$ cat src/rtl/trapezoid_window_clipper_top_defines.svh
// Assertion macros for the trapezoid window clipper.
`ifndef TRAPEZOID_WINDOW_CLIPPER_TOP_DEFINES_SVH
`define TRAPEZOID_WINDOW_CLIPPER_TOP_DEFINES_SVH
// Implication checked at every rising clock edge outside reset.
`define TWC_ASSERT_IMP(label, ante, cons) \
  label: assert property (@(posedge clk) disable iff (rst) (ante) |-> (cons)) \
    else $error("%m: check failed");
// Next-cycle implication checked outside reset.
`define TWC_ASSERT_NEXT(label, ante, cons) \
  label: assert property (@(posedge clk) disable iff (rst) (ante) |=> (cons)) \
    else $error("%m: check failed");
`endif

$ cat src/rtl/twc_pkg.sv
// ----------------------------------------------------------------------------
// twc_pkg
// Types and constants shared by the trapezoid window clipper modules.
// ----------------------------------------------------------------------------
`default_nettype none
package twc_pkg;

  localparam int MaxPieces = 3;

  typedef enum logic [2:0] {
    REG_WINDOW_LEFT   = 3'd0,
    REG_WINDOW_RIGHT  = 3'd1,
    REG_WINDOW_BOTTOM = 3'd2,
    REG_WINDOW_TOP    = 3'd3,
    REG_ORIENTATION   = 3'd4,
    REG_OFFSET_X      = 3'd5,
    REG_OFFSET_Y      = 3'd6,
    REG_UNUSED        = 3'd7
  } reg_index_t;

  typedef struct packed {
    logic signed [31:0] left_x;
    logic signed [31:0] right_x;
    logic signed [31:0] bottom_y;
    logic signed [31:0] top_y;
    logic [3:0]         side_code;
  } in_item_t;

  typedef struct packed {
    logic               is_trap;
    logic signed [31:0] corner_x0;
    logic signed [31:0] corner_x1;
    logic signed [31:0] corner_x2;
    logic signed [31:0] corner_x3;
    logic signed [31:0] corner_y0;
    logic signed [31:0] corner_y1;
    logic signed [31:0] corner_y2;
    logic signed [31:0] corner_y3;
    logic               last_piece;
  } out_item_t;

  typedef struct packed {
    logic signed [31:0] wl;
    logic signed [31:0] wr;
    logic signed [31:0] wb;
    logic signed [31:0] wt;
    logic [2:0]         orient;
    logic signed [31:0] ox;
    logic signed [31:0] oy;
  } cfg_t;

  // Exact-width coordinates inside the pipeline.
  typedef logic signed [35:0] coord_t;

  // One band of the clipped shape, before orientation.
  typedef struct packed {
    logic   is_trap;
    coord_t x0;
    coord_t x1;
    coord_t x2;
    coord_t x3;
    coord_t y0;
    coord_t y1;
    logic   last;
  } piece_t;

  // Clipped trapezoid with its cut heights, output of the clip stages.
  typedef struct packed {
    logic              is_box;
    logic              empty;
    logic signed [1:0] ls;
    logic signed [1:0] rs;
    coord_t            x1;
    coord_t            x2;
    coord_t            pl;
    coord_t            pr;
    coord_t            y1;
    coord_t            cut1;
    coord_t            cut2;
    coord_t            cut3;
    logic [1:0]        n;
  } clip_t;

  function automatic logic signed [1:0] slope_of(input logic [1:0] c);
    logic signed [1:0] s;
    unique case (c)
      2'd0: s = 2'sd0;
      2'd1: s = 2'sd1;
      default: s = -2'sd1;
    endcase
    return s;
  endfunction

  // Value times a slope of -1, 0 or +1.
  function automatic coord_t smul(input logic signed [1:0] s, input coord_t v);
    coord_t r;
    if (s == 2'sd0) r = '0;
    else if (s == 2'sd1) r = v;
    else r = -v;
    return r;
  endfunction

endpackage
`default_nettype wire

$ cat src/rtl/twc_regs.sv
// ----------------------------------------------------------------------------
// twc_regs
// APB register file holding the clip window, orientation and offset.
// ----------------------------------------------------------------------------
`default_nettype none
module twc_regs
  import twc_pkg::*;
(
  input  wire logic        clk,
  input  wire logic        rst,
  input  wire logic        psel,
  input  wire logic        penable,
  input  wire logic        pwrite,
  input  wire logic [4:0]  paddr,
  input  wire logic [31:0] pwdata,
  output logic [31:0]      prdata,
  output cfg_t             cfg
);

  reg_index_t idx;
  logic       wr_en;

  assign idx   = reg_index_t'(paddr[4:2]);
  assign wr_en = psel && penable && pwrite;

  always_ff @(posedge clk) begin
    if (rst) begin
      cfg.wl     <= 32'sh8000_0000;
      cfg.wr     <= 32'sh7FFF_FFFF;
      cfg.wb     <= 32'sh8000_0000;
      cfg.wt     <= 32'sh7FFF_FFFF;
      cfg.orient <= 3'd0;
      cfg.ox     <= '0;
      cfg.oy     <= '0;
    end else if (wr_en) begin
      unique case (idx)
        REG_WINDOW_LEFT:   cfg.wl     <= pwdata;
        REG_WINDOW_RIGHT:  cfg.wr     <= pwdata;
        REG_WINDOW_BOTTOM: cfg.wb     <= pwdata;
        REG_WINDOW_TOP:    cfg.wt     <= pwdata;
        REG_ORIENTATION:   cfg.orient <= pwdata[2:0];
        REG_OFFSET_X:      cfg.ox     <= pwdata;
        REG_OFFSET_Y:      cfg.oy     <= pwdata;
        default: ;
      endcase
    end
  end

  always_comb begin
    unique case (idx)
      REG_WINDOW_LEFT:   prdata = cfg.wl;
      REG_WINDOW_RIGHT:  prdata = cfg.wr;
      REG_WINDOW_BOTTOM: prdata = cfg.wb;
      REG_WINDOW_TOP:    prdata = cfg.wt;
      REG_ORIENTATION:   prdata = {29'd0, cfg.orient};
      REG_OFFSET_X:      prdata = cfg.ox;
      REG_OFFSET_Y:      prdata = cfg.oy;
      default:           prdata = '0;
    endcase
  end

endmodule
`default_nettype wire

$ cat config.mk
export PLATFORM = sky130hd
export DESIGN_NAME = twc_regs
export DESIGN_NICKNAME = d
export VERILOG_FILES = /design/src/rtl/trapezoid_window_clipper_top_defines.svh /design/src/rtl/twc_pkg.sv /design/src/rtl/twc_regs.sv
export SDC_FILE = /design/constraint.sdc
export NUM_CORES = 1
export LEC_CHECK = 0
export ABC_AREA = 1
export BUFFER_PORTS_ARGS = -buffer_cell sky130_fd_sc_hd__buf_2
export CORE_ASPECT_RATIO = 0.9
export CORE_MARGIN = 4
export CORE_UTILIZATION = 52
export CTS_CLUSTER_SIZE = 40
export DETAILED_ROUTE_END_ITERATION = 12
export GPL_TIMING_DRIVEN = 0
export HOLD_SLACK_MARGIN = 0.12
export PLACE_DENSITY = 0.86
export SETUP_SLACK_MARGIN = 0.15
export SKIP_LAST_GASP = 1
export SLEW_MARGIN = 20
export SYNTH_ARGS = -nofsm -noshare
export SYNTH_HDL_FRONTEND = slang
export SYNTH_SLANG_ARGS = --single-unit
export TNS_END_PERCENT = 1
$ cat constraint.sdc
create_clock -name clk -period 1.4 [get_ports clk]
set_input_delay 0.07 -clock clk [delete_from_list [all_inputs] [get_ports clk]]
set_output_delay 0.07 -clock clk [all_outputs]
set_load 0.05 [all_outputs]
* After elaboration in Yosys (flattened, before gate mapping)
Cells that the tools add are included.
** Word-level totals
- Output and inout port bits :: 227
- Input port bits :: 42
- Word-level logic and storage cells :: 24
- Register bits after elaboration :: 195
** Cells by class
- Eq/ne operators :: 6
- Mux-type cells :: 1
- Reduce and logical (&&, ||, !) cells :: 10
** Operators with widths (number)
- $pmux W32 S7 :: 1
- $reduce_and A2 Y1 :: 7
- $eq A3 B3 Y1 const B :: 3
- $eq A3 B2 Y1 const B :: 2
- $eq A3 B1 Y1 const B :: 1
- $logic_not A3 Y1 :: 1
- $logic_and A1 B1 Y1 :: 2

* Logic depth before layout (Yosys ltp)
- Depth in word-level cells :: 3
- Depth in mapped cells :: 9
- Gate-level depth less buffers :: 7

* Worst setup path before layout
OpenSTA, ideal clock, no wires.
- Path kind :: in2out
- Start :: in paddr[2]
- End :: out prdata[11]
- Required time :: 1330 ps
- Setup slack :: 6 ps
- Path buffers :: 3
- Cell stages on the path :: 9
- Arrival :: 1324 ps
- Cells stage by stage :: buf_2 > nand2_1 > nor2_1 > buf_2 > buf_2 > nand2_1 > nand2_1 > inv_2 > nand2_1
** Between the ends
- Cells in the longest elaborated chain, start to end :: 2
- Elaborated cells between the ends (all ways) :: 8
- Those cells by class :: eq/ne (6); mux (1); reduce/logical (1)
** Ends and longest elaborated chain
- start: declaration :: RTL line twc_regs.sv:14 : input wire logic [4:0] paddr,
- $eq A3 B3 Y1 (tied with other cells) :: RTL line twc_regs.sv:50 : unique case (idx)
- $pmux W32 S7 * :: RTL line twc_regs.sv:50
- end: declaration :: RTL line twc_regs.sv:16 : output logic [31:0] prdata,
Every way passes the cells marked *; elsewhere a longest branch is shown, timed or not.

* Worst setup path in the final report
- Start :: in paddr[2]
- End :: out prdata[18]
The elaborated chain is that of the path after synthesis.

==> reports/results.txt <==
Worst Hold Path EP -> cfg[1]
PwrDens -> 1010 mW/mm²
DRC -> 0
Avg Synthesized Cell Area -> 6.24 µm²
Initial antenna violation count -> 1
Post-detail-place hpwl -> 28000 µm
Leak -> 6.52 nW
Post-synthesis sequential area ratio -> 42.5%
Hold Slack -> 211 ps
Clock buffer depth -> 2
Yosys synthesis warning count -> 0
Die Area -> 0.0199 mm²
Worst-path fanout max -> 10
Tcrit/Tclk final -> 103%
Clock Skew -> 0 ps
FF-to-FF Start -> cfg[10]
Fin crit period -> 1440 ps
Mapped Cells -> 1471
Area grow syn2layout -> 36.8%
Endpoints failing hold -> 0
CP required -> 1330 ps
Worst Setup End Kind -> primary output
Fin Setup TNS -> -239 ps
Global-route wire length before repair -> 63300 µm
Max Slew Vio Count -> 0
Number of max-cap violations -> 0
Placed cells -> 1972
CTS Buf Count -> 17
Endpoints failing setup -> 12
Top Usage Layer GRT -> met2
CP arrival -> 1370 ps
GP Congestion -> 0.994
I/O pins -> 269
R2r setup slk -> 640 ps
Share of layout cells above drive strength 1 -> 25.2%
Crit Path Category -> in2out
Largest Register -> cfg
Top-area cell type share of the netlist area -> 42.5%
Cell count of the worst reg-to-reg path -> 3
Total number of vias -> 12000
Final antenna-violating net count -> 0
RSZ-0062 raised after global routing -> true
Maximum VDD drop -> 980 µV
Height of the die -> 134 µm
Clock sinks -> 195
Starting density of the core -> 53.7%
Most frequent cells after synthesis -> 537 x nand2_1, 309 x nor2_1, 195 x dfxtp_1
Async S/R FF share, synth -> 0%
WHS Path Cells -> 7
Met2 usage in global routing -> 62.8%
Final setup margin -> -37.3 ps
Worst flop-to-flop path endpoint -> cfg[10]
Aggregate global routing overflow -> 0
DR iter-0 viols -> 1870
Slew margin rel. -> 48.7%
Failing checks -> negative setup slack
Least-Margin Pin Slew -> 770 ps
DR vias/cell -> 5.82
Fill cell count -> 1436
Status -> finished with violations
Global Route Usage Sum -> 41.5%
Post-Layout Cell Count -> 2063
Largest net degree at the start of global routing -> 17
Largest register FFs -> 195
Drt wl/cell -> 20.9 µm
Met1 capacity usage during global routing -> 52.1%
DRT Wirelength -> 43000 µm
Core Area -> 0.0171 mm²
EDFF count, synth -> 0
Crit path launch type -> input port
Iteration count of the initial detailed-routing pass -> 7
PortBufs -> 266
Die width -> 148 µm
Clk_lat worst skew -> 430 ps
Synth unique cells -> 17
Most common flop cell mapped by yosys -> dfxtp_1
Number of global-route vias before repair -> 11100
CTS tree -> built
Final Net Count -> 1855
Hold path startpoint -> paddr[2]
Clk root buf -> clkbuf_16
Syn_nets -> 1513
Top Registers -> cfg (195)
Most common cell in the netlist -> nand2_1
Utilization after layout -> 73.4%
Worst min path class -> in2reg
Synth top area cells -> dfxtp_1 43%, nand2_1 22%, nor2_1 13%, nand3_1 9.2%, nand4_1 5.2%
Pre-CTS setup slack -> -713 ps
Clk slew on worst S/H paths -> 70 ps
Fmax -> 696 MHz
Placement Rows -> 45
Post-synthesis register bit count -> 195
Syn Std Cell Area -> 0.00918 mm²
GR Util met3 -> 13.6%
CTS H-Tree Depth -> 4
Post-synth top area cell -> dfxtp_1
## layout by cell type (no fill, tap or decap), types with 24 or more instances in the layout
master and instances:
nand2_1 522, nor2_1 297, buf_2 266, dfxtp_1 171, nand3_1 168, nand4_1 76, inv_1 60, clkbuf_1 33
dlygate4sd3_1 32, buf_6 31, buf_4 30, dfxtp_2 24
## layer usage
metal	wire length (µm)	part of all wire, %
met5	0	0
met4	2770	6.4
met3	7110	17
met2	18300	42
met1	14900	35
## area by class of cell
class / instances / area, µm² / area share [%]
Inverter: 70 / 265 / 2.11
Antenna cell: 3 / 7.51 / 0.0598
Timing Repair Buffer: 323 / 2120 / 16.9
Multi-Input combinational cell: 1101 / 4670 / 37.2
Sequential cell: 195 / 3930 / 31.3
Tap cell: 235 / 294 / 2.34
Buffer: 105 / 708 / 5.64
Clock inverter: 7 / 73.8 / 0.588
Clock buffer: 24 / 482 / 3.84
## power breakdown
| group | internal [W] | switching [W] | leakage [nW] |
|---|---|---|---|
| sequential | 0.00562 | 0.0000632 | 1.58 |
| combinational | 0.000640 | 0.00155 | 4.67 |
| clock | 0.00260 | 0.00222 | 0.271 |
| total | 0.00885 | 0.00383 | 6.52 |
## cells by family (layout without fill, tap and decap cells)
kind of cell,Yosys count,in the layout,share of synthesized area [%]
simple gates,1099,1099,49.7
flops,195,195,42.5
buf+inv,175,529,7.72
compound gates,2,2,0.109
other cells,0,3,0
## worst max-delay path, cell delays in order
cell and delay, ps:
buf_4 130, inv_2 80, clkbuf_4 260, clkbuf_4 300
nand4_1 120, nand2_1 100, nor2_1 60, nand2_1 80
buf_6 160
## stage by stage
step	cell area, µm²	total power (W)
after detailed placement	10800	0.00755
final	12600	0.0127
after global routing	12600	0.0129
after floorplan	9210	0.00695
after CTS	12400	0.0125
after global placement	10800	0.00753
## timing repair
item                                    CTS  global route
hold buffers                             32             0
resized for setup                       171            47
pin swaps                                15             6
endpoints found under the setup margin   80           140
cloned                                    3             2
buffers inserted                         17             3
hold endpoints to repair                193             0
## how the worst max path moves through the flow
stage                  start          to  depth (start not counted)
detailed placement  paddr[2]  prdata[21]                          9
global placement    paddr[2]  prdata[21]                          9
floorplan           paddr[4]  prdata[29]                          7
global route         cfg[37]   prdata[5]                          5
CTS                  cfg[10]  prdata[10]                          5
finish              paddr[2]  prdata[18]                          9
Power figures use the tool's default switching activity.
