--- config.mk ---
export PLATFORM = sky130hd
export DESIGN_NAME = twc_emit
export DESIGN_NICKNAME = d
export VERILOG_FILES = /design/src/rtl/trapezoid_window_clipper_top_defines.svh /design/src/rtl/twc_pkg.sv /design/src/rtl/twc_emit.sv
export SDC_FILE = /design/constraint.sdc
export NUM_CORES = 2
export LEC_CHECK = 0
export ABC_CLOCK_PERIOD_IN_PS = 22200
export BUFFER_PORTS_ARGS = -buffer_cell sky130_fd_sc_hd__buf_4
export CORE_ASPECT_RATIO = 1.1
export CORE_MARGIN = 3
export CORE_UTILIZATION = 39
export CTS_CLUSTER_DIAMETER = 60
export DETAILED_ROUTE_END_ITERATION = 12
export GPL_TIMING_DRIVEN = 1
export PLACE_DENSITY = 0.58
export SYNTH_ARGS = -nofsm -noshare
export SYNTH_HDL_FRONTEND = slang
export SYNTH_SLANG_ARGS = --single-unit
--- constraint.sdc ---
create_clock -name clk -period 22.2 [get_ports clk]
set_clock_uncertainty 0.05 [all_clocks]
set_input_delay 2.22 -clock clk [delete_from_list [all_inputs] [get_ports clk]]
set_output_delay 2.22 -clock clk [all_outputs]
set_load 0.05 [all_outputs]
--- src/rtl/trapezoid_window_clipper_top_defines.svh ---
// Assertion macros for the trapezoid window clipper.
`ifndef TRAPEZOID_WINDOW_CLIPPER_TOP_DEFINES_SVH
`define TRAPEZOID_WINDOW_CLIPPER_TOP_DEFINES_SVH
// Implication checked at every rising clock edge outside reset.
`define TWC_ASSERT_IMP(label, ante, cons) \
  label: assert property (@(posedge clk) disable iff (rst) (ante) |-> (cons)) \
    else $error("%m: check failed");
// Next-cycle implication checked outside reset.
`define TWC_ASSERT_NEXT(label, ante, cons) \
  label: assert property (@(posedge clk) disable iff (rst) (ante) |=> (cons)) \
    else $error("%m: check failed");
`endif

--- src/rtl/twc_pkg.sv ---
// ----------------------------------------------------------------------------
// twc_pkg
// Types and constants shared by the trapezoid window clipper modules.
// ----------------------------------------------------------------------------
`default_nettype none
package twc_pkg;

  localparam int MaxPieces = 3;

  typedef enum logic [2:0] {
    REG_WINDOW_LEFT   = 3'd0,
    REG_WINDOW_RIGHT  = 3'd1,
    REG_WINDOW_BOTTOM = 3'd2,
    REG_WINDOW_TOP    = 3'd3,
    REG_ORIENTATION   = 3'd4,
    REG_OFFSET_X      = 3'd5,
    REG_OFFSET_Y      = 3'd6,
    REG_UNUSED        = 3'd7
  } reg_index_t;

  typedef struct packed {
    logic signed [31:0] left_x;
    logic signed [31:0] right_x;
    logic signed [31:0] bottom_y;
    logic signed [31:0] top_y;
    logic [3:0]         side_code;
  } in_item_t;

  typedef struct packed {
    logic               is_trap;
    logic signed [31:0] corner_x0;
    logic signed [31:0] corner_x1;
    logic signed [31:0] corner_x2;
    logic signed [31:0] corner_x3;
    logic signed [31:0] corner_y0;
    logic signed [31:0] corner_y1;
    logic signed [31:0] corner_y2;
    logic signed [31:0] corner_y3;
    logic               last_piece;
  } out_item_t;

  typedef struct packed {
    logic signed [31:0] wl;
    logic signed [31:0] wr;
    logic signed [31:0] wb;
    logic signed [31:0] wt;
    logic [2:0]         orient;
    logic signed [31:0] ox;
    logic signed [31:0] oy;
  } cfg_t;

  // Exact-width coordinates inside the pipeline.
  typedef logic signed [35:0] coord_t;

  // One band of the clipped shape, before orientation.
  typedef struct packed {
    logic   is_trap;
    coord_t x0;
    coord_t x1;
    coord_t x2;
    coord_t x3;
    coord_t y0;
    coord_t y1;
    logic   last;
  } piece_t;

  // Clipped trapezoid with its cut heights, output of the clip stages.
  typedef struct packed {
    logic              is_box;
    logic              empty;
    logic signed [1:0] ls;
    logic signed [1:0] rs;
    coord_t            x1;
    coord_t            x2;
    coord_t            pl;
    coord_t            pr;
    coord_t            y1;
    coord_t            cut1;
    coord_t            cut2;
    coord_t            cut3;
    logic [1:0]        n;
  } clip_t;

  function automatic logic signed [1:0] slope_of(input logic [1:0] c);
    logic signed [1:0] s;
    unique case (c)
      2'd0: s = 2'sd0;
      2'd1: s = 2'sd1;
      default: s = -2'sd1;
    endcase
    return s;
  endfunction

  // Value times a slope of -1, 0 or +1.
  function automatic coord_t smul(input logic signed [1:0] s, input coord_t v);
    coord_t r;
    if (s == 2'sd0) r = '0;
    else if (s == 2'sd1) r = v;
    else r = -v;
    return r;
  endfunction

endpackage
`default_nettype wire

--- src/rtl/twc_emit.sv ---
// ----------------------------------------------------------------------------
// twc_emit
// Walks a clipped item's bands, one piece a cycle unless stalled, with band
// edges computed in a register stage, then orients and offsets each piece.
// ----------------------------------------------------------------------------
`default_nettype none
module twc_emit
  import twc_pkg::*;
(
  input  wire logic  clk,
  input  wire logic  rst,
  input  wire cfg_t  cfg,
  input  wire logic  clip_valid,
  output logic       clip_ready,
  input  wire clip_t clip_data,
  output logic       out_valid,
  input  wire logic  out_ready,
  output out_item_t  out_data
);

  logic [1:0] k;
  logic       p_valid;
  piece_t     p;
  logic       adv_p, adv_o;
  coord_t     yprev, ycur, plo, phi, lo, hi;
  logic       is_last;

  assign adv_o = !out_valid || out_ready;
  assign adv_p = !p_valid || adv_o;
  assign is_last = ({1'b0, k} + 3'd1 == {1'b0, clip_data.n});
  assign clip_ready = adv_p && is_last;

  function automatic coord_t edge_x(input clip_t d, input coord_t y, input logic left);
    coord_t v;
    if (left) begin
      v = d.x1 + smul(d.ls, y - d.pl);
      if (v < coord_t'(cfg.wl)) v = coord_t'(cfg.wl);
    end else begin
      v = d.x2 + smul(d.rs, y - d.pr);
      if (v > coord_t'(cfg.wr)) v = coord_t'(cfg.wr);
    end
    return v;
  endfunction

  always_comb begin
    unique case (k)
      2'd0: begin yprev = clip_data.y1;   ycur = clip_data.cut1; end
      2'd1: begin yprev = clip_data.cut1; ycur = clip_data.cut2; end
      default: begin yprev = clip_data.cut2; ycur = clip_data.cut3; end
    endcase
    if (clip_data.is_box) begin
      plo = clip_data.x1; phi = clip_data.x2; lo = plo; hi = phi;
    end else begin
      plo = edge_x(clip_data, yprev, 1'b1);
      phi = edge_x(clip_data, yprev, 1'b0);
      lo  = edge_x(clip_data, ycur, 1'b1);
      hi  = edge_x(clip_data, ycur, 1'b0);
    end
  end

  always_ff @(posedge clk) begin
    if (rst) begin
      k <= 2'd0;
      p_valid <= 1'b0;
    end else if (adv_p) begin
      p_valid <= clip_valid;
      if (clip_valid) k <= is_last ? 2'd0 : k + 2'd1;
    end
  end

  always_ff @(posedge clk) begin
    if (adv_p) begin
      p.is_trap <= !(plo == lo && phi == hi);
      p.x0 <= plo; p.x1 <= lo; p.x2 <= hi; p.x3 <= phi;
      p.y0 <= yprev; p.y1 <= ycur;
      p.last <= is_last;
    end
  end

  // Orientation and offset stage.
  always_ff @(posedge clk) begin
    coord_t x0, x1, x2, x3, y0, y1, z, u0, u1, v0, v1, ox, oy;
    logic   swp, nx, ny;
    logic signed [1:0] ca, cb, cd, ce;
    out_item_t o;
    if (rst) begin
      out_valid <= 1'b0;
    end else if (adv_o) begin
      out_valid <= p_valid;
    end
    if (adv_o) begin
      swp = cfg.orient[0]; nx = cfg.orient[1]; ny = cfg.orient[2];
      ox = coord_t'(cfg.ox); oy = coord_t'(cfg.oy);
      x0 = p.x0; x1 = p.x1; x2 = p.x2; x3 = p.x3; y0 = p.y0; y1 = p.y1;
      o = '0;
      if (!p.is_trap) begin
        if (swp) begin u0 = y0; u1 = y1; v0 = x0; v1 = x2; end
        else begin u0 = x0; u1 = x2; v0 = y0; v1 = y1; end
        if (nx) begin z = u0; u0 = -u1; u1 = -z; end
        if (ny) begin z = v0; v0 = -v1; v1 = -z; end
        o.corner_x0 = 32'(u0 + ox);
        o.corner_x1 = 32'(u1 + ox);
        o.corner_y0 = 32'(v0 + oy);
        o.corner_y1 = 32'(v1 + oy);
      end else begin
        ca = 2'sd0; cb = 2'sd0; cd = 2'sd0; ce = 2'sd0;
        if (swp) begin
          cb = nx ? -2'sd1 : 2'sd1; cd = ny ? -2'sd1 : 2'sd1;
        end else begin
          ca = nx ? -2'sd1 : 2'sd1; ce = ny ? -2'sd1 : 2'sd1;
        end
        if (ce == 2'sd1 || cb == -2'sd1) begin
          if (ca == -2'sd1 || cd == -2'sd1) begin
            z = x0; x0 = x3; x3 = z;
            z = x1; x1 = x2; x2 = z;
          end
        end else begin
          if (ca == 2'sd1 || cd == 2'sd1) begin
            z = x0; x0 = x1; x1 = z;
            z = x2; x2 = x3; x3 = z;
          end else begin
            z = x0; x0 = x2; x2 = z;
            z = x1; x1 = x3; x3 = z;
          end
          z = y0; y0 = y1; y1 = z;
        end
        o.is_trap = 1'b1;
        if (!swp) begin
          o.corner_x0 = 32'(smul(ca, x0) + ox);
          o.corner_x1 = 32'(smul(ca, x1) + ox);
          o.corner_x2 = 32'(smul(ca, x2) + ox);
          o.corner_x3 = 32'(smul(ca, x3) + ox);
          o.corner_y0 = 32'(smul(ce, y0) + oy);
          o.corner_y3 = 32'(smul(ce, y0) + oy);
          o.corner_y1 = 32'(smul(ce, y1) + oy);
          o.corner_y2 = 32'(smul(ce, y1) + oy);
        end else begin
          o.corner_y0 = 32'(smul(cd, x0) + oy);
          o.corner_y1 = 32'(smul(cd, x1) + oy);
          o.corner_y2 = 32'(smul(cd, x2) + oy);
          o.corner_y3 = 32'(smul(cd, x3) + oy);
          o.corner_x0 = 32'(smul(cb, y0) + ox);
          o.corner_x3 = 32'(smul(cb, y0) + ox);
          o.corner_x1 = 32'(smul(cb, y1) + ox);
          o.corner_x2 = 32'(smul(cb, y1) + ox);
        end
      end
      o.last_piece = p.last;
      out_data <= o;
    end
  end

endmodule
`default_nettype wire

Yosys cells after proc, flatten, opt, wreduce, memory -nomap -nowiden
Index checks and enable logic that the tools add are counted.
{"block": "op_classes", "addsub": 40, "n_lt_le_gt_ge": 4, "eq_ne": 13, "n_mux": 151, "reduce_logical": 18}
{"cell": "$mux 32", "count": 110}
{"cell": "$mux 36", "count": 20}
{"cell": "$add 32x32->32", "count": 16}
{"cell": "$neg 32->32", "count": 10}
{"cell": "$mux 256", "count": 1}
{"cell": "$add 36x36->36", "count": 4}
{"cell": "$neg 36->36", "count": 4}
{"cell": "$pmux 36 s2", "count": 2}
{"cell": "$sub 36x36->36", "count": 4}
{"cell": "$mux 64", "count": 2}
{"cell": "$eq 36x36->1", "count": 2}
{"cell": "$gt 36x32->1", "count": 2}
{"cell": "$lt 36x32->1", "count": 2}
{"cell": "$mux 2", "count": 15}
{"cell": "$logic_not 2->1", "count": 7}
{"cell": "$eq 2x2->1 const B", "count": 6}
{"cell": "$eq 2x1->1 const B", "count": 4}
{"cell": "$logic_or 1x1->1", "count": 5}
{"cell": "$add 2x1->3 const B", "count": 1}
{"cell": "$eq 3x2->1", "count": 1}
{"cell": "$logic_not 1->1", "count": 3}
{"cell": "$add 2x1->2 const B", "count": 1}
{"cell": "$logic_and 1x1->1", "count": 2}
{"cell": "$reduce_and 2->1", "count": 1}
{"cell": "$mux 1", "count": 1}
{"block": "totals", "reg_bits": 456, "inputBits": 495, "out_inout_bits": 260, "elab_cells": 247}

Logic depth before layout (Yosys ltp)
{"block": "depth", "depth_word": 19, "depth_mapped": 58, "mapped_depth_nobuf": 51}

Worst setup path after synthesis
Ideal clock, no wire load.
{"block": "synth_timing", "kind": "input to register", "startpoint": "input port clip_data[74] in the netlist's numbering", "endpoint": "register p[217] in the netlist's numbering, data pin", "setup_time_ns": 0.271, "arrival_time_ns": 12.398, "required_ns": 21.879, "slack_ns": 9.481, "stages": 51, "path_buffers": 3, "cell_sequence": "a22o_1 > a21o_1 > inv_1 > ha_1 > fa_1 > nand2b_1 > a21o_1 > a21oi_1 > o21ai_1 > o21a_1 > o21ai_1 > xor2_1 > or4b_1 > nor3_1 > nand2_1 > xnor2_1 > o21ai_0 > ha_1 > (+15 left out) > clkbuf_1 > nand3_1 > nor3_1 > and2_1 > nand2_1 > o31a_1 > a21oi_1 > clkbuf_1 > mux2i_1 > xnor2_1 > o21ai_0 > or4_1 > a2111oi_0 > nand4_1 > nor4_1 > o311ai_0 > o31ai_1 > o211ai_2"}
{"block": "synth_between", "elab_chain_len": 13, "word_cells_on_any_way": 42}
{"element": "from (decl)", "line": "twc_emit.sv:15", "rtl": "input wire clip_t clip_data,"}
{"element": "$pmux 36 s2 (*)", "line": "twc_emit.sv:46", "rtl": "unique case (k)"}
{"element": "net ycur[0]", "line": "twc_emit.sv:25", "rtl": "coord_t yprev, ycur, plo, phi, lo, hi;"}
{"element": "$sub 36x36->36 (on tied branches)", "line": "twc_emit.sv:36, twc_emit.sv:39"}
{"element": "$neg 36->36", "line": "twc_pkg.sv:99", "rtl": "else r = -v;"}
{"element": "$mux 36", "line": "twc_pkg.sv:98", "rtl": "else if (s == 2'sd1) r = v;"}
{"element": "$mux 36", "line": "twc_pkg.sv:97", "rtl": "if (s == 2'sd0) r = '0;"}
{"element": "$mux 36", "line": "twc_emit.sv:51", "rtl": "if (clip_data.is_box) begin"}
{"element": "$add 36x36->36 (on tied branches)", "line": "twc_emit.sv:36, twc_emit.sv:39"}
{"element": "$lt 36x32->1 / $gt 36x32->1 (equally long branches)", "line": "twc_emit.sv:37, twc_emit.sv:40"}
{"element": "$mux 36 (on tied branches)", "line": "twc_emit.sv:37, twc_emit.sv:40"}
{"element": "$mux 36", "line": "twc_emit.sv:51"}
{"element": "$eq 36x36->1", "line": "twc_emit.sv:73", "rtl": "p.is_trap <= !(plo == lo && phi == hi);"}
{"element": "$logic_and 1x1->1 (*)", "line": "twc_emit.sv:73"}
{"element": "$logic_not 1->1 (*)", "line": "twc_emit.sv:73"}
{"element": "to (decl)", "line": "twc_emit.sv:23", "rtl": "piece_t p;"}
Mark *: on every way through the listed nets, which the timed path passes. The rest lies on a longest branch. The select of a mux whose other input is x is not followed.
A chain may end at the register's enable or synchronous reset.

Final worst setup path
{"block": "layout_timing", "startpoint": "register k[0]", "endpoint": "register p[217] in the netlist's numbering, data pin"}
{"block": "layout_between", "elab_chain_len": 14, "word_cells_on_any_way": 44}
{"element": "from (decl)", "line": "twc_emit.sv:21", "rtl": "logic [1:0] k;"}
{"element": "from (signal assigned)", "line": "twc_emit.sv:67", "rtl": "if (clip_valid) k <= is_last ? 2'd0 : k + 2'd1;"}
{"element": "$eq 2x1->1 / $logic_not 2->1 (equally long branches)", "line": "twc_emit.sv:46"}
{"element": "$pmux 36 s2 (*)", "line": "twc_emit.sv:46"}
{"element": "net ycur[4]", "line": "twc_emit.sv:25"}
{"element": "$sub 36x36->36 (on tied branches)", "line": "twc_emit.sv:36, twc_emit.sv:39"}
{"element": "$neg 36->36", "line": "twc_pkg.sv:99"}
{"element": "$mux 36", "line": "twc_pkg.sv:98"}
{"element": "$mux 36", "line": "twc_pkg.sv:97"}
{"element": "$mux 36", "line": "twc_emit.sv:51"}
{"element": "$add 36x36->36 (on tied branches)", "line": "twc_emit.sv:36, twc_emit.sv:39"}
{"element": "$lt 36x32->1 / $gt 36x32->1 (equally long branches)", "line": "twc_emit.sv:37, twc_emit.sv:40"}
{"element": "$mux 36 (on tied branches)", "line": "twc_emit.sv:37, twc_emit.sv:40"}
{"element": "$mux 36", "line": "twc_emit.sv:51"}
{"element": "$eq 36x36->1", "line": "twc_emit.sv:73"}
{"element": "$logic_and 1x1->1 (*)", "line": "twc_emit.sv:73"}
{"element": "$logic_not 1->1 (*)", "line": "twc_emit.sv:73"}
Marked as above.

==> results.txt <==
----------------------------------------------------
[Timing]
  Final Critical Period ... 17,260 ps
  Transition time of the tightest slew-check pin ... 1460 ps
  Final number of max-transition violations ... 0
  Timing-limited maximum frequency ... 57.9 MHz
  Final number of setup-violating endpoints ... 0
  Setup TNS ... 0 ps
  Max transition margin ... 0.0376%
  RSZ-0062 raised after global routing ... false
  Period Utilization, post-route ... 77.8%
  Count of endpoints failing hold in the final timing report ... 0

[Final layout]
  Number of fill cells in the layout ... 22,179
  Total area of multi-input combinational cells ... 68,700 µm²
  Number of nets in the final layout ... 13,149
  Flip-flop and latch area ... 13,700 µm²
  Non-Filler Instances ... 14,705
  Post-Route Utilization ... 43.6%
  Fraction of layout cells with a size suffix above 1 ... 10.1%
  Syn-to-layout area delta ... 11.1%

[Routing]
  WL/cell ... 27.8 µm
  Vias per std cell ... 6.26
  Post-detailed-route DRC marker count ... 0
  Number of detailed-route iterations in the first pass ... 9
  Antenna viol nets, final ... 0
  1st-iter DRT viols ... 11,030
  Routed wire length ... 408 mm
  Routed via count ... 91,993

[Placement]
  Sum of net half-perimeters after detailed placement ... 345 mm
  Count of buffers from port buffering ... 689
  Inst Count DP ... 14,553
  Placer's final routability congestion estimate ... 1.01

[Clock tree]
  Count of instances resized after the clock tree is built ... 0
  Number of sinks driven by the clock tree ... 456
  Cell chosen for the clock root ... sky130_fd_sc_hd__clkbuf_16
  Clock transition at the registers of the reported paths ... 60 ps
  Clock tree from TritonCTS ... built
  Maximum root-to-sink buffer count ... 3
  Post-CTS setup-driven buffer insertion count ... 0
  Clock latency on the worst-skew pair ... 660 ps
  Count of hold-fix buffers inserted at cts ... 0
  Num CTS Buffers ... 48
  H-tree level count ... 2

[Worst hold path]
  Worst Hold Endpoint ... out_data[0]$_DFFE_PP_
  Hold Path Origin ... p[0]$_DFFE_PN_
  Cells on Worst Hold Path ... 0
  Min-Delay Path Class ... register to register

[Synth]
  Synth Net Count ... 12,789
  Top cells by area in the synthesized netlist ... sky130_fd_sc_hd__edfxtp_1 16%, sky130_fd_sc_hd__ha_1 14%, sky130_fd_sc_hd__xnor2_1 6.6%
  Async set or reset register ratio after synthesis ... 0%
  Register bit count reported by yosys ... 456
  Most instantiated flip-flop cell in the synthesis netlist ... sky130_fd_sc_hd__edfxtp_1
  Register area share after synthesis ... 15.9%
  Cell taking the most area after synthesis ... sky130_fd_sc_hd__edfxtp_1
  Number of synthesized flops with an enable pin ... 452
  Cell Area, Synth ... 85,900 µm²
  Most frequent cell after synthesis ... sky130_fd_sc_hd__nor2_1
  Post-Synthesis Cells ... 11,331
  Post-synthesis average cell area ... 7.58 µm²
  Post-synth top cells ... 1,276 x sky130_fd_sc_hd__nor2_1, 1,134 x sky130_fd_sc_hd__nand2_1, 952 x sky130_fd_sc_hd__a21oi_1, 939 x sky130_fd_sc_hd__ha_1, 647 x sky130_fd_sc_hd__xnor2_1
  Fraction of synthesized cell area taken by the top area cell type ... 15.8%
  Count of distinct cell types in the synthesized netlist ... 115
  Number of synthesis warnings ... 0

[Power]
  Leak ... 0.0418 µW
  Maximum vdd drop ... 0.105 mV
  Power density over cell area ... 144 nW/µm²
  Power consumption ... 13,800 µW

[Critical path]
  Worst reg2reg startpoint ... k[0]$_SDFFE_PP0P_
  Highest net fanout along the worst path ... 71
  CP Data Arrival Time ... 17,610 ps
  Largest stage delay on the critical path ... 1090 ps
  Cell count of the worst reg-to-reg path ... 51
  Critical path required time ... 22,540 ps
  Setup slack of the most critical reg-to-reg path ... 4940 ps
  Most Frequent Cell on Critical Path ... sky130_fd_sc_hd__nand2_1
  Critical Path Slowest Stage Cell ... sky130_fd_sc_hd__nor4_1
  R2r endpoint ... p[217]$_DFFE_PN_
  Kind of capture point of the worst setup path ... register
  Critical Setup Path Class ... register to register
  Critical path launch point type ... register

[Outcome]
  Violated checks ... capacitance limit
  Outcome ... finished, violations left

[Die]
  Starting utilization of the core area ... 39.2%
  Horizontal extent of the die ... 453 µm
  Count of pins on the block boundary ... 755
  Total die area ... 226,000 µm²
  Core box area ... 219,000 µm²
  FP Rows ... 180
  Die Ht ... 498 µm

[Global route]
  Leftover overflow at the end of global routing ... 0
  Number of global-route vias before repair ... 85,294
  Global-route wire length before repair ... 572 mm
  Largest net degree at the start of global routing ... 165
  Global Route Usage Sum ... 34.2%
  Initial antenna violation count ... 111

[Flow run]
  Number of maximum-capacitance violations ... 1

----------------------------------------------------
-- registers in the layout (all words and copies together) (netlist names) --
name,cells
p,194
p_valid,1
k,2
out_valid,1
out_data,258
-- routing by layer --
metal / vias up / part of all wire (%) / global-route usage, %
met2: 5003 / 44 / 54.1
li1: 42221 / - / -
met5: - / 0.037 / 0
met3: 774 / 9.5 / 4.30
met4: 22 / 6.1 / 18.3
met1: 43973 / 40 / 45.3
-- cell families after synthesis --
kind of cell | after synthesis | share of synthesized area (%)
xor gates and xnor gates | 1209 | 12.3
buffers and inverters | 928 | 4.30
AOI/OAI and AO/OA | 3091 | 23.2
adders and majority gates | 963 | 14.2
DFF | 456 | 15.9
muxes | 608 | 7.77
and+or+nand+nor | 4076 | 22.3
-- critical path: cells and delay by family (launching register included) --
kind / cells / cell delay [ps]
buffers and inverters: 5 / 1780
and+or+nand+nor: 24 / 8170
DFF: 1 / 440
xor gates and xnor gates: 3 / 930
adders and majority gates: 4 / 1790
AOI/OAI and AO/OA: 15 / 3650
-- where the power goes --
part           internal (µW)  total (µW)  switching (µW)
sequential              1480        1830             355
combinational           3730       11100            7410
clock                    453         813             361
-- worst max path at each step --
stage,startpoint,to,slack [ps],cells past startpoint
4_1_cts,clip_data[74],p[217]$_DFFE_PN_,5510,51
3_5_place_dp,clip_data[74],p[217]$_DFFE_PN_,4840,51
2_1_floorplan,clip_data[74],p[217]$_DFFE_PN_,9480,51
6_report,k[0]$_SDFFE_PP0P_,p[217]$_DFFE_PN_,4940,51
5_1_grt,k[0]$_SDFFE_PP0P_,p[217]$_DFFE_PN_,4370,52
3_3_place_gp,clip_data[74],p[217]$_DFFE_PN_,4920,51
-- metrics by stage --
step | area [µm²] | hold WS (ps) | setup slack, ps
floorplan | 85900 | 350 | 9480
global placement | 93700 | 359 | 4920
detailed placement | 93700 | 378 | 4840
CTS | 95300 | 394 | 5510
global route | 95300 | 394 | 4370
finish | 95400 | 389 | 4940
-- final cells by class --
| cell class | count | area share [%] |
|---|---|---|
| Timing Repair Buffer | 783 | 6.25 |
| Antenna cell | 67 | 0.176 |
| Clock inverter | 33 | 0.408 |
| Clock buffer | 52 | 1.27 |
| Multi-Input combinational cell | 9947 | 72.0 |
| Inverter | 455 | 1.81 |
| Sequential cell | 456 | 14.3 |
| Tap cell | 2912 | 3.82 |
-- cell usage in the layout, fill, tap and decap left out, types with 208 or more instances in the layout --
cell and instances:
sky130_fd_sc_hd__mux2i_1 483, sky130_fd_sc_hd__xnor2_1 647, sky130_fd_sc_hd__edfxtp_1 452, sky130_fd_sc_hd__ha_1 937
sky130_fd_sc_hd__nand3_1 208, sky130_fd_sc_hd__nor3_1 359, sky130_fd_sc_hd__a21o_1 245, sky130_fd_sc_hd__nand2_1 1133
sky130_fd_sc_hd__inv_1 450, sky130_fd_sc_hd__a21oi_1 951, sky130_fd_sc_hd__nor2_1 1273, sky130_fd_sc_hd__xor2_1 560
sky130_fd_sc_hd__buf_4 775, sky130_fd_sc_hd__o21ai_0 622
(Power assumes the default switching activity.)
